`src/rtl/bqdf2_pkg.sv`:
```
// Package for the direct form II biquad filter unit.
// Holds fixed widths, register index codes and the sequencer state type.
// No dependencies.
package bqdf2_pkg;

  // Fixed field widths
  localparam int COEF_W    = 32;  // coefficient registers
  localparam int DELAY_W   = 32;  // delay words w1 / w2
  localparam int CHAN_W    = 1;   // channel field
  localparam int CFG_IDX_W = 3;   // configuration register index
  localparam int PROD_W    = 2 * COEF_W;
  // Accumulator: three full products plus the scaled sample never wrap here
  localparam int ACC_W     = PROD_W + 2;

  // Configuration register indexes
  localparam logic [CFG_IDX_W-1:0] REG_B0 = 3'd0;
  localparam logic [CFG_IDX_W-1:0] REG_B1 = 3'd1;
  localparam logic [CFG_IDX_W-1:0] REG_B2 = 3'd2;
  localparam logic [CFG_IDX_W-1:0] REG_A1 = 3'd3;
  localparam logic [CFG_IDX_W-1:0] REG_A2 = 3'd4;

  // Sequencer states, one-hot
  typedef enum logic [7:0] {
    ST_IDLE  = 8'b0000_0001,  // waiting for a word
    ST_FB1   = 8'b0000_0010,  // delay words arrive, a1*w1
    ST_FB2   = 8'b0000_0100,  // a2*w2
    ST_FF1   = 8'b0000_1000,  // b1*w1
    ST_FF2   = 8'b0001_0000,  // b2*w2, w is settled
    ST_FF0   = 8'b0010_0000,  // b0*w, delay write-back
    ST_DRAIN = 8'b0100_0000,  // last product into accumulator
    ST_OUT   = 8'b1000_0000   // load output register
  } state_t;

endpackage

```
`src/rtl/biquad_direct_form_two_filter_unit.sv`:
```
// Biquad IIR section, direct form II, with per-channel delay words. Depends on bqdf2_pkg.
// One word is in flight at a time: the single shared 32x32 multiplier does five products in
// sequence, and the next word is taken once the result moves to the output register.
// Reset (rst, synchronous) clears all delay words through per-channel valid bits;
// coefficients reset to b0 = 1.0, others 0.
module biquad_direct_form_two_filter_unit #(
  parameter int CHANNELS       = 2,
  parameter int SAMPLE_BITS    = 24,
  parameter int COEF_FRAC_BITS = 28
) (
  input  logic                                  clk,
  input  logic                                  rst,
  // configuration write port
  input  logic                                  cfg_we,
  input  logic [bqdf2_pkg::CFG_IDX_W-1:0]       cfg_index,
  input  logic [bqdf2_pkg::COEF_W-1:0]          cfg_data,
  // input stream
  input  logic                                  s_axis_tvalid,
  output logic                                  s_axis_tready,
  input  logic [((SAMPLE_BITS+7)/8)*8-1:0]      s_axis_tdata,   // sample_in
  input  logic [bqdf2_pkg::CHAN_W-1:0]          s_axis_tuser,   // channel_in
  // output stream
  output logic                                  m_axis_tvalid,
  input  logic                                  m_axis_tready,
  output logic [((SAMPLE_BITS+7)/8)*8-1:0]      m_axis_tdata,   // sample_out
  output logic [bqdf2_pkg::CHAN_W-1:0]          m_axis_tuser    // channel_out
);

  localparam int TDATA_W = ((SAMPLE_BITS + 7) / 8) * 8;
  localparam int IDX_W   = (CHANNELS > 1) ? $clog2(CHANNELS) : 1;
  localparam int ACC_W   = bqdf2_pkg::ACC_W;
  localparam int DW      = bqdf2_pkg::DELAY_W;
  localparam int CW      = bqdf2_pkg::COEF_W;
  localparam int PW      = bqdf2_pkg::PROD_W;

  localparam logic [ACC_W-1:0] ROUND_C = ACC_W'(1) << (COEF_FRAC_BITS - 1);
  localparam logic [CW-1:0]    B0_RST  = CW'(64'd1 << COEF_FRAC_BITS);

  bqdf2_pkg::state_t state;

  // coefficient registers
  logic signed [CW-1:0] b0, b1, b2, a1, a2;

  // delay memory: entry holds {w2, w1}
  logic [2*DW-1:0]     dmem [CHANNELS];
  logic [CHANNELS-1:0] dvalid;
  logic [2*DW-1:0]     rd_q;
  logic                rd_valid;

  // per-word registers
  logic [IDX_W-1:0]              idx;
  logic [bqdf2_pkg::CHAN_W-1:0]  chan;
  logic signed [DW-1:0]          w1, w2, w;
  logic signed [ACC_W-1:0]       acc_fb, acc_ff;
  logic signed [PW-1:0]          prod;
  logic signed [CW-1:0]          op_coef;
  logic signed [DW-1:0]          op_data;

  logic                          in_acc;
  logic [IDX_W-1:0]              in_idx;
  logic [SAMPLE_BITS-1:0]        in_x;
  logic signed [DW-1:0]          w1_rd, w2_rd;
  logic signed [ACC_W-1:0]       prod_ext;
  logic signed [ACC_W-1:0]       fb_sh, ff_sh;
  logic [DW-1:0]                 w_sat;
  logic [SAMPLE_BITS-1:0]        y_sat;
  logic                          out_free;
  logic [SAMPLE_BITS-1:0]        y_q;

  assign in_acc   = s_axis_tvalid && s_axis_tready;
  assign in_idx   = (CHANNELS > 1) ? IDX_W'(s_axis_tuser) : '0;
  assign in_x     = s_axis_tdata[SAMPLE_BITS-1:0];
  assign out_free = !m_axis_tvalid || m_axis_tready;
  assign s_axis_tready = (state == bqdf2_pkg::ST_IDLE);

  // unwritten entries read as zero
  assign w1_rd = rd_valid ? rd_q[DW-1:0] : '0;
  assign w2_rd = rd_valid ? rd_q[2*DW-1:DW] : '0;
  assign prod_ext = {{(ACC_W-PW){prod[PW-1]}}, prod};

  // configuration registers
  always_ff @(posedge clk) begin
    if (rst) begin
      b0 <= B0_RST;
      b1 <= '0;
      b2 <= '0;
      a1 <= '0;
      a2 <= '0;
    end else if (cfg_we) begin
      case (cfg_index)
        bqdf2_pkg::REG_B0: b0 <= cfg_data;
        bqdf2_pkg::REG_B1: b1 <= cfg_data;
        bqdf2_pkg::REG_B2: b2 <= cfg_data;
        bqdf2_pkg::REG_A1: a1 <= cfg_data;
        bqdf2_pkg::REG_A2: a2 <= cfg_data;
        default: ;
      endcase
    end
  end

  // delay memory: read on accept, write back in ST_FF0
  always_ff @(posedge clk) begin
    if (in_acc) begin
      rd_q <= dmem[in_idx];
    end
    if (state == bqdf2_pkg::ST_FF0) begin
      dmem[idx] <= {w1, w};
    end
  end

  always_ff @(posedge clk) begin
    if (rst) begin
      dvalid   <= '0;
      rd_valid <= 1'b0;
    end else begin
      if (in_acc) begin
        rd_valid <= dvalid[in_idx];
      end
      if (state == bqdf2_pkg::ST_FF0) begin
        dvalid[idx] <= 1'b1;
      end
    end
  end

  // multiplier operand select
  always_comb begin
    op_coef = a1;
    op_data = w1_rd;
    case (state)
      bqdf2_pkg::ST_FB1: begin op_coef = a1; op_data = w1_rd; end
      bqdf2_pkg::ST_FB2: begin op_coef = a2; op_data = w2;    end
      bqdf2_pkg::ST_FF1: begin op_coef = b1; op_data = w1;    end
      bqdf2_pkg::ST_FF2: begin op_coef = b2; op_data = w2;    end
      bqdf2_pkg::ST_FF0: begin op_coef = b0; op_data = w;     end
      default: begin op_coef = a1; op_data = w1; end
    endcase
  end

  // shared multiplier, registered
  always_ff @(posedge clk) begin
    prod <= op_coef * op_data;
  end

  // round-shift and clamp of both sums
  assign fb_sh = acc_fb >>> COEF_FRAC_BITS;
  assign ff_sh = acc_ff >>> COEF_FRAC_BITS;

  always_comb begin
    if ((&fb_sh[ACC_W-1:DW-1]) || !(|fb_sh[ACC_W-1:DW-1])) begin
      w_sat = fb_sh[DW-1:0];
    end else begin
      w_sat = fb_sh[ACC_W-1] ? {1'b1, {(DW-1){1'b0}}} : {1'b0, {(DW-1){1'b1}}};
    end
  end

  always_comb begin
    if ((&ff_sh[ACC_W-1:SAMPLE_BITS-1]) || !(|ff_sh[ACC_W-1:SAMPLE_BITS-1])) begin
      y_sat = ff_sh[SAMPLE_BITS-1:0];
    end else begin
      y_sat = ff_sh[ACC_W-1] ? {1'b1, {(SAMPLE_BITS-1){1'b0}}}
                             : {1'b0, {(SAMPLE_BITS-1){1'b1}}};
    end
  end

  // accumulators and per-word data
  always_ff @(posedge clk) begin
    case (state)
      bqdf2_pkg::ST_IDLE: begin
        if (in_acc) begin
          idx    <= in_idx;
          chan   <= s_axis_tuser;
          acc_fb <= ({{(ACC_W-SAMPLE_BITS){in_x[SAMPLE_BITS-1]}}, in_x}
                     <<< COEF_FRAC_BITS) + ROUND_C;
        end
      end
      bqdf2_pkg::ST_FB1: begin
        w1 <= w1_rd;
        w2 <= w2_rd;
      end
      bqdf2_pkg::ST_FB2: acc_fb <= acc_fb - prod_ext;
      bqdf2_pkg::ST_FF1: acc_fb <= acc_fb - prod_ext;
      bqdf2_pkg::ST_FF2: begin
        w      <= w_sat;
        acc_ff <= ROUND_C + prod_ext;
      end
      bqdf2_pkg::ST_FF0:   acc_ff <= acc_ff + prod_ext;
      bqdf2_pkg::ST_DRAIN: acc_ff <= acc_ff + prod_ext;
      default: ;
    endcase
  end

  // sequencer
  always_ff @(posedge clk) begin
    if (rst) begin
      state <= bqdf2_pkg::ST_IDLE;
    end else begin
      case (state)
        bqdf2_pkg::ST_IDLE:  if (in_acc) state <= bqdf2_pkg::ST_FB1;
        bqdf2_pkg::ST_FB1:   state <= bqdf2_pkg::ST_FB2;
        bqdf2_pkg::ST_FB2:   state <= bqdf2_pkg::ST_FF1;
        bqdf2_pkg::ST_FF1:   state <= bqdf2_pkg::ST_FF2;
        bqdf2_pkg::ST_FF2:   state <= bqdf2_pkg::ST_FF0;
        bqdf2_pkg::ST_FF0:   state <= bqdf2_pkg::ST_DRAIN;
        bqdf2_pkg::ST_DRAIN: state <= bqdf2_pkg::ST_OUT;
        bqdf2_pkg::ST_OUT:   if (out_free) state <= bqdf2_pkg::ST_IDLE;
        default:             state <= bqdf2_pkg::ST_IDLE;
      endcase
    end
  end

  // output register
  always_ff @(posedge clk) begin
    if (rst) begin
      m_axis_tvalid <= 1'b0;
    end else if (state == bqdf2_pkg::ST_OUT && out_free) begin
      m_axis_tvalid <= 1'b1;
    end else if (m_axis_tready) begin
      m_axis_tvalid <= 1'b0;
    end
  end

  always_ff @(posedge clk) begin
    if (state == bqdf2_pkg::ST_OUT && out_free) begin
      y_q          <= y_sat;
      m_axis_tuser <= chan;
    end
  end

  assign m_axis_tdata = TDATA_W'(y_q);

  // checks
  a_wb_after_accept: assert property (@(posedge clk) disable iff (rst)
    in_acc |-> ##5 (state == bqdf2_pkg::ST_FF0))
    else $error("delay write-back not five cycles after accept");

  a_out_from_seq: assert property (@(posedge clk) disable iff (rst)
    $rose(m_axis_tvalid) |-> $past(state == bqdf2_pkg::ST_OUT))
    else $error("output loaded outside the output state");

  a_valid_sticky: assert property (@(posedge clk) disable iff (rst)
    !$past(rst) |-> ($countones(dvalid) >= $past($countones(dvalid))))
    else $error("delay valid bit lost without reset");

  a_no_overwrite: assert property (@(posedge clk) disable iff (rst)
    (state == bqdf2_pkg::ST_OUT && m_axis_tvalid && !m_axis_tready)
      |=> (state == bqdf2_pkg::ST_OUT))
    else $error("result advanced while output stalled");

endmodule

```
`config.mk`:
```
export PLATFORM = sky130hd
export DESIGN_NAME = biquad_direct_form_two_filter_unit
export DESIGN_NICKNAME = d
export VERILOG_FILES = /design/src/rtl/bqdf2_pkg.sv /design/src/rtl/biquad_direct_form_two_filter_unit.sv
export SDC_FILE = /design/constraint.sdc
export NUM_CORES = 2
export LEC_CHECK = 0
export BUFFER_PORTS_ARGS = -buffer_cell sky130_fd_sc_hd__buf_4
export CAP_MARGIN = 20
export CORE_MARGIN = 10
export CORE_UTILIZATION = 55
export DETAILED_ROUTE_END_ITERATION = 8
export PLACE_DENSITY = 0.68
export SLEW_MARGIN = 10
export SYNTH_ARGS = -nofsm -noshare
export SYNTH_HDL_FRONTEND = slang
export SYNTH_SLANG_ARGS = --single-unit
```
`constraint.sdc`:
```
create_clock -name clk -period 26.9 [get_ports clk]
set_input_delay 1.345 -clock clk [delete_from_list [all_inputs] [get_ports clk]]
set_output_delay 1.345 -clock clk [all_outputs]
set_load 0.01 [all_outputs]
```
==> results.toml <==
[run]
cap_violations = 0

[routing]
drc = 0
ant_nets = 0
drt_iter0_markers = 5698
wl_per_cell_um = 24.5
vias_per_cell = 5.95
drt_wl_total_um = 216000
drtPass1Iterations = 6
vias = 52480

[timing]
post-route-period-util = 0.437
hold_violations = 0
max_freq_ghz = 0.0851
period_needed_ns = 11.75
grt_setup_unrepaired = "no"
finalSetupTns_ns = 0
finClkSkew_ns = 0.0660
final_max_slew_viol_count = 0
max_slew_margin = 0.203
worst_pin_slew_ns = 1.20
setup_viol = 0
hold_slack_ns = 0.454

[logic_synthesis]
synth_fp_nets = 8650
synth_xor_area_frac = 0.0292
synth_flop_cell = "edfxtp_1"
syn-instance-count = 7186
synthArstFlopShare = 0
syn_area_mm2 = 0.0687
ys_seq_area_frac = 0.264
yosysWarnings = 0
muxShareOfSynthArea = 0.0125
synthAdderAreaFrac = 0.373
synth_compound_area_frac = 0.106
avgSynthCellArea_um2 = 9.56
synth_top_family_by_area = "adder cells"
synth_seq_cells = 682
synth_cell_types = 101
synth-simple-area-share = 0.136
synth_edf_count = 446

[setup_path]
critPathMaxStageDelay_ns = 1.06
reg2reg_depth = 33
crit_arrival_ns = 12.33
cp_data_required_time_ns = 27.48
cp-startpoint = "state[7]"
cp-end-kind = "flip-flop"
r2r-start = "state[7]"
timing.rr.end = "prod[63]"
start_kind = "flip-flop"
cp_common_cell = "fa_1"
r2r_slack_ns = 15.15
crit_type = "flip-flop to flip-flop"
cp_slowest_cell = "fa_1"
crit_path_end = "prod[63]"
worstPathMaxFanout = 46

[global_route]
grt-ovfl-total = 0
grt_util_all_layers = 0.310
grt_max_degree = 86
grt_pass1_vias = 53611
grt_pass1_wl_um = 331000
antenna_found_initial = 3

[cts]
cts.clk_slew.worst_paths_ns = 0.06
clockBufferDepth = 3
clk_latency_ns = 0.70
htree_levels = 3
post_cts_resized = 0
cts_tree = "yes"
cts_buffers = 74
clock-sinks = 682
cts-root-buf = "clkbuf_16"
cts_setup_buffers = 0
cts_hold_buf = 0

[power_and_ir_drop]
pwr-share-clk = 0.266
pwr-share-comb = 0.414
leakage_nw = 32.1
internal_power_w = 0.00246
power_w = 0.00405
sw_frac_of_total = 0.392
switching_power_w = 0.00159
ir_drop_mv = 0.0549
p_per_area_mw_per_mm2 = 54.7
seq_power_share = 0.320

[layout]
layout.cells.non_filler = 8816
layout_common_cells = "1110 x nand2_1, 1084 x fa_1, 1070 x inv_1"
syn_to_final_growth_pct = 7.75
layout_commonest_cell = "nand2_1"
design_area_mm2 = 0.0740
nets = 8581
drive_gt1_frac = 0.0723

[hold_path]
hold_start = "b1[23]"
hp-class = "flip-flop to flip-flop"

[place]
dp_hpwl_um = 163000
placed_cells = 8677
portBuffers = 91
gp_congestion = 0.993
place_area_mm2 = 0.0714

[floorplan]
io_pins = 92
die_w_um = 373
die_y_um = 373
initial_core_util = 0.554
design.die.area_mm2 = 0.139
core_mm2 = 0.124
rows = 129

[run_status]
status = "finished clean"
## worst max-delay path, delay by kind of cell, from the launching register on
kind / cells / cell delay (ns)
adder cells (fa/ha/maj): 9 / 5.53
buffers and inverters: 8 / 2.47
AO/OA/AOI/OAI: 8 / 1.80
AND/OR/NAND/NOR: 7 / 1.28
flip-flops: 1 / 0.34
XOR/XNOR: 1 / 0.12
## kinds of logic (layout without fill, tap and decap cells)
| logic type | count (synthesis) | after routing |
|---|---|---|
| other | 0 | 2 |
| adder cells (fa/ha/maj) | 1399 | 1399 |
| multiplexers | 77 | 77 |
| XOR/XNOR | 229 | 229 |
| flip-flops | 682 | 682 |
| AND/OR/NAND/NOR | 2225 | 2225 |
| buffers and inverters | 1434 | 1425 |
| AO/OA/AOI/OAI | 1140 | 1140 |
## synth_stat cells, types with 96 or more instances
| cell | instances | area (um2) |
|---|---|---|
| clkbuf_1 | 293 | 1100 |
| fa_1 | 1084 | 21700 |
| xnor2_1 | 162 | 1420 |
| a21o_1 | 96 | 721 |
| nand3_1 | 96 | 480 |
| nand2_1 | 1112 | 4170 |
| nor2_1 | 690 | 2590 |
| dfxtp_1 | 236 | 4720 |
| edfxtp_1 | 446 | 13400 |
| a21oi_1 | 366 | 1830 |
| o21ai_0 | 256 | 1280 |
| inv_1 | 1072 | 4020 |
| ha_1 | 315 | 3940 |
## area by class of cell
| class | count | area [um2] |
|---|---|---|
| clock inverter | 38 | 490 |
| tap | 1637 | 2050 |
| clock buffer | 98 | 2060 |
| sequential | 682 | 18100 |
| multi-input combinational | 5070 | 45600 |
| fill | 10571 | 49900 |
| timing repair buffer | 213 | 1690 |
| antenna | 2 | 5.00 |
| inverter | 1076 | 4040 |
## worst min-delay path by stage
stage,end,slack (ns),depth (start not counted)
3_3_place_gp,a2[24],0.44,2
2_1_floorplan,a2[10],0.44,2
5_1_grt,b2[20],0.47,2
4_1_cts,a2[29],0.45,2
6_report,b1[23],0.45,2
3_5_place_dp,b2[17],0.45,2
## power groups by stage
| stage | sequential [W] | combinational (W) | clock (W) |
|---|---|---|---|
| 2_1_floorplan | 0.00127 | 0.00117 | 0 |
| 3_5_place_dp | 0.00131 | 0.00163 | 0 |
| 6_report | 0.00130 | 0.00168 | 0.00108 |
| 4_1_cts | 0.00129 | 0.00165 | 0.00109 |
| 3_3_place_gp | 0.00131 | 0.00163 | 0 |
| 5_1_grt | 0.00130 | 0.00183 | 0.00113 |
## through the flow
stage               utilization  setup WS (ns)
floorplan                     -          15.89
global placement          0.575          15.56
detailed placement        0.576          15.22
CTS                       0.597          15.24
global route              0.597          14.59
finish                    0.597          15.15
## per-layer routing
layer / part of all wire / track usage
met1: 0.40 / 0.422
met2: 0.43 / 0.462
met3: 0.11 / 0.0769
met4: 0.060 / 0.153
met5: 0.00013 / 0
## flip-flops by register name (all words and copies together), names as in the netlist
name and flops:
dvalid 2, m_axis_tdata 24, a2 32, chan 1
rd_q 64, m_axis_tvalid 1, b1 32, dmem 128
b0 32, acc_ff 66, w 32, a1 32
b2 32, m_axis_tuser 1, rd_valid 1, state 8
w2 32, w1 32, prod 64, acc_fb 66
(Power assumes the default switching activity.)
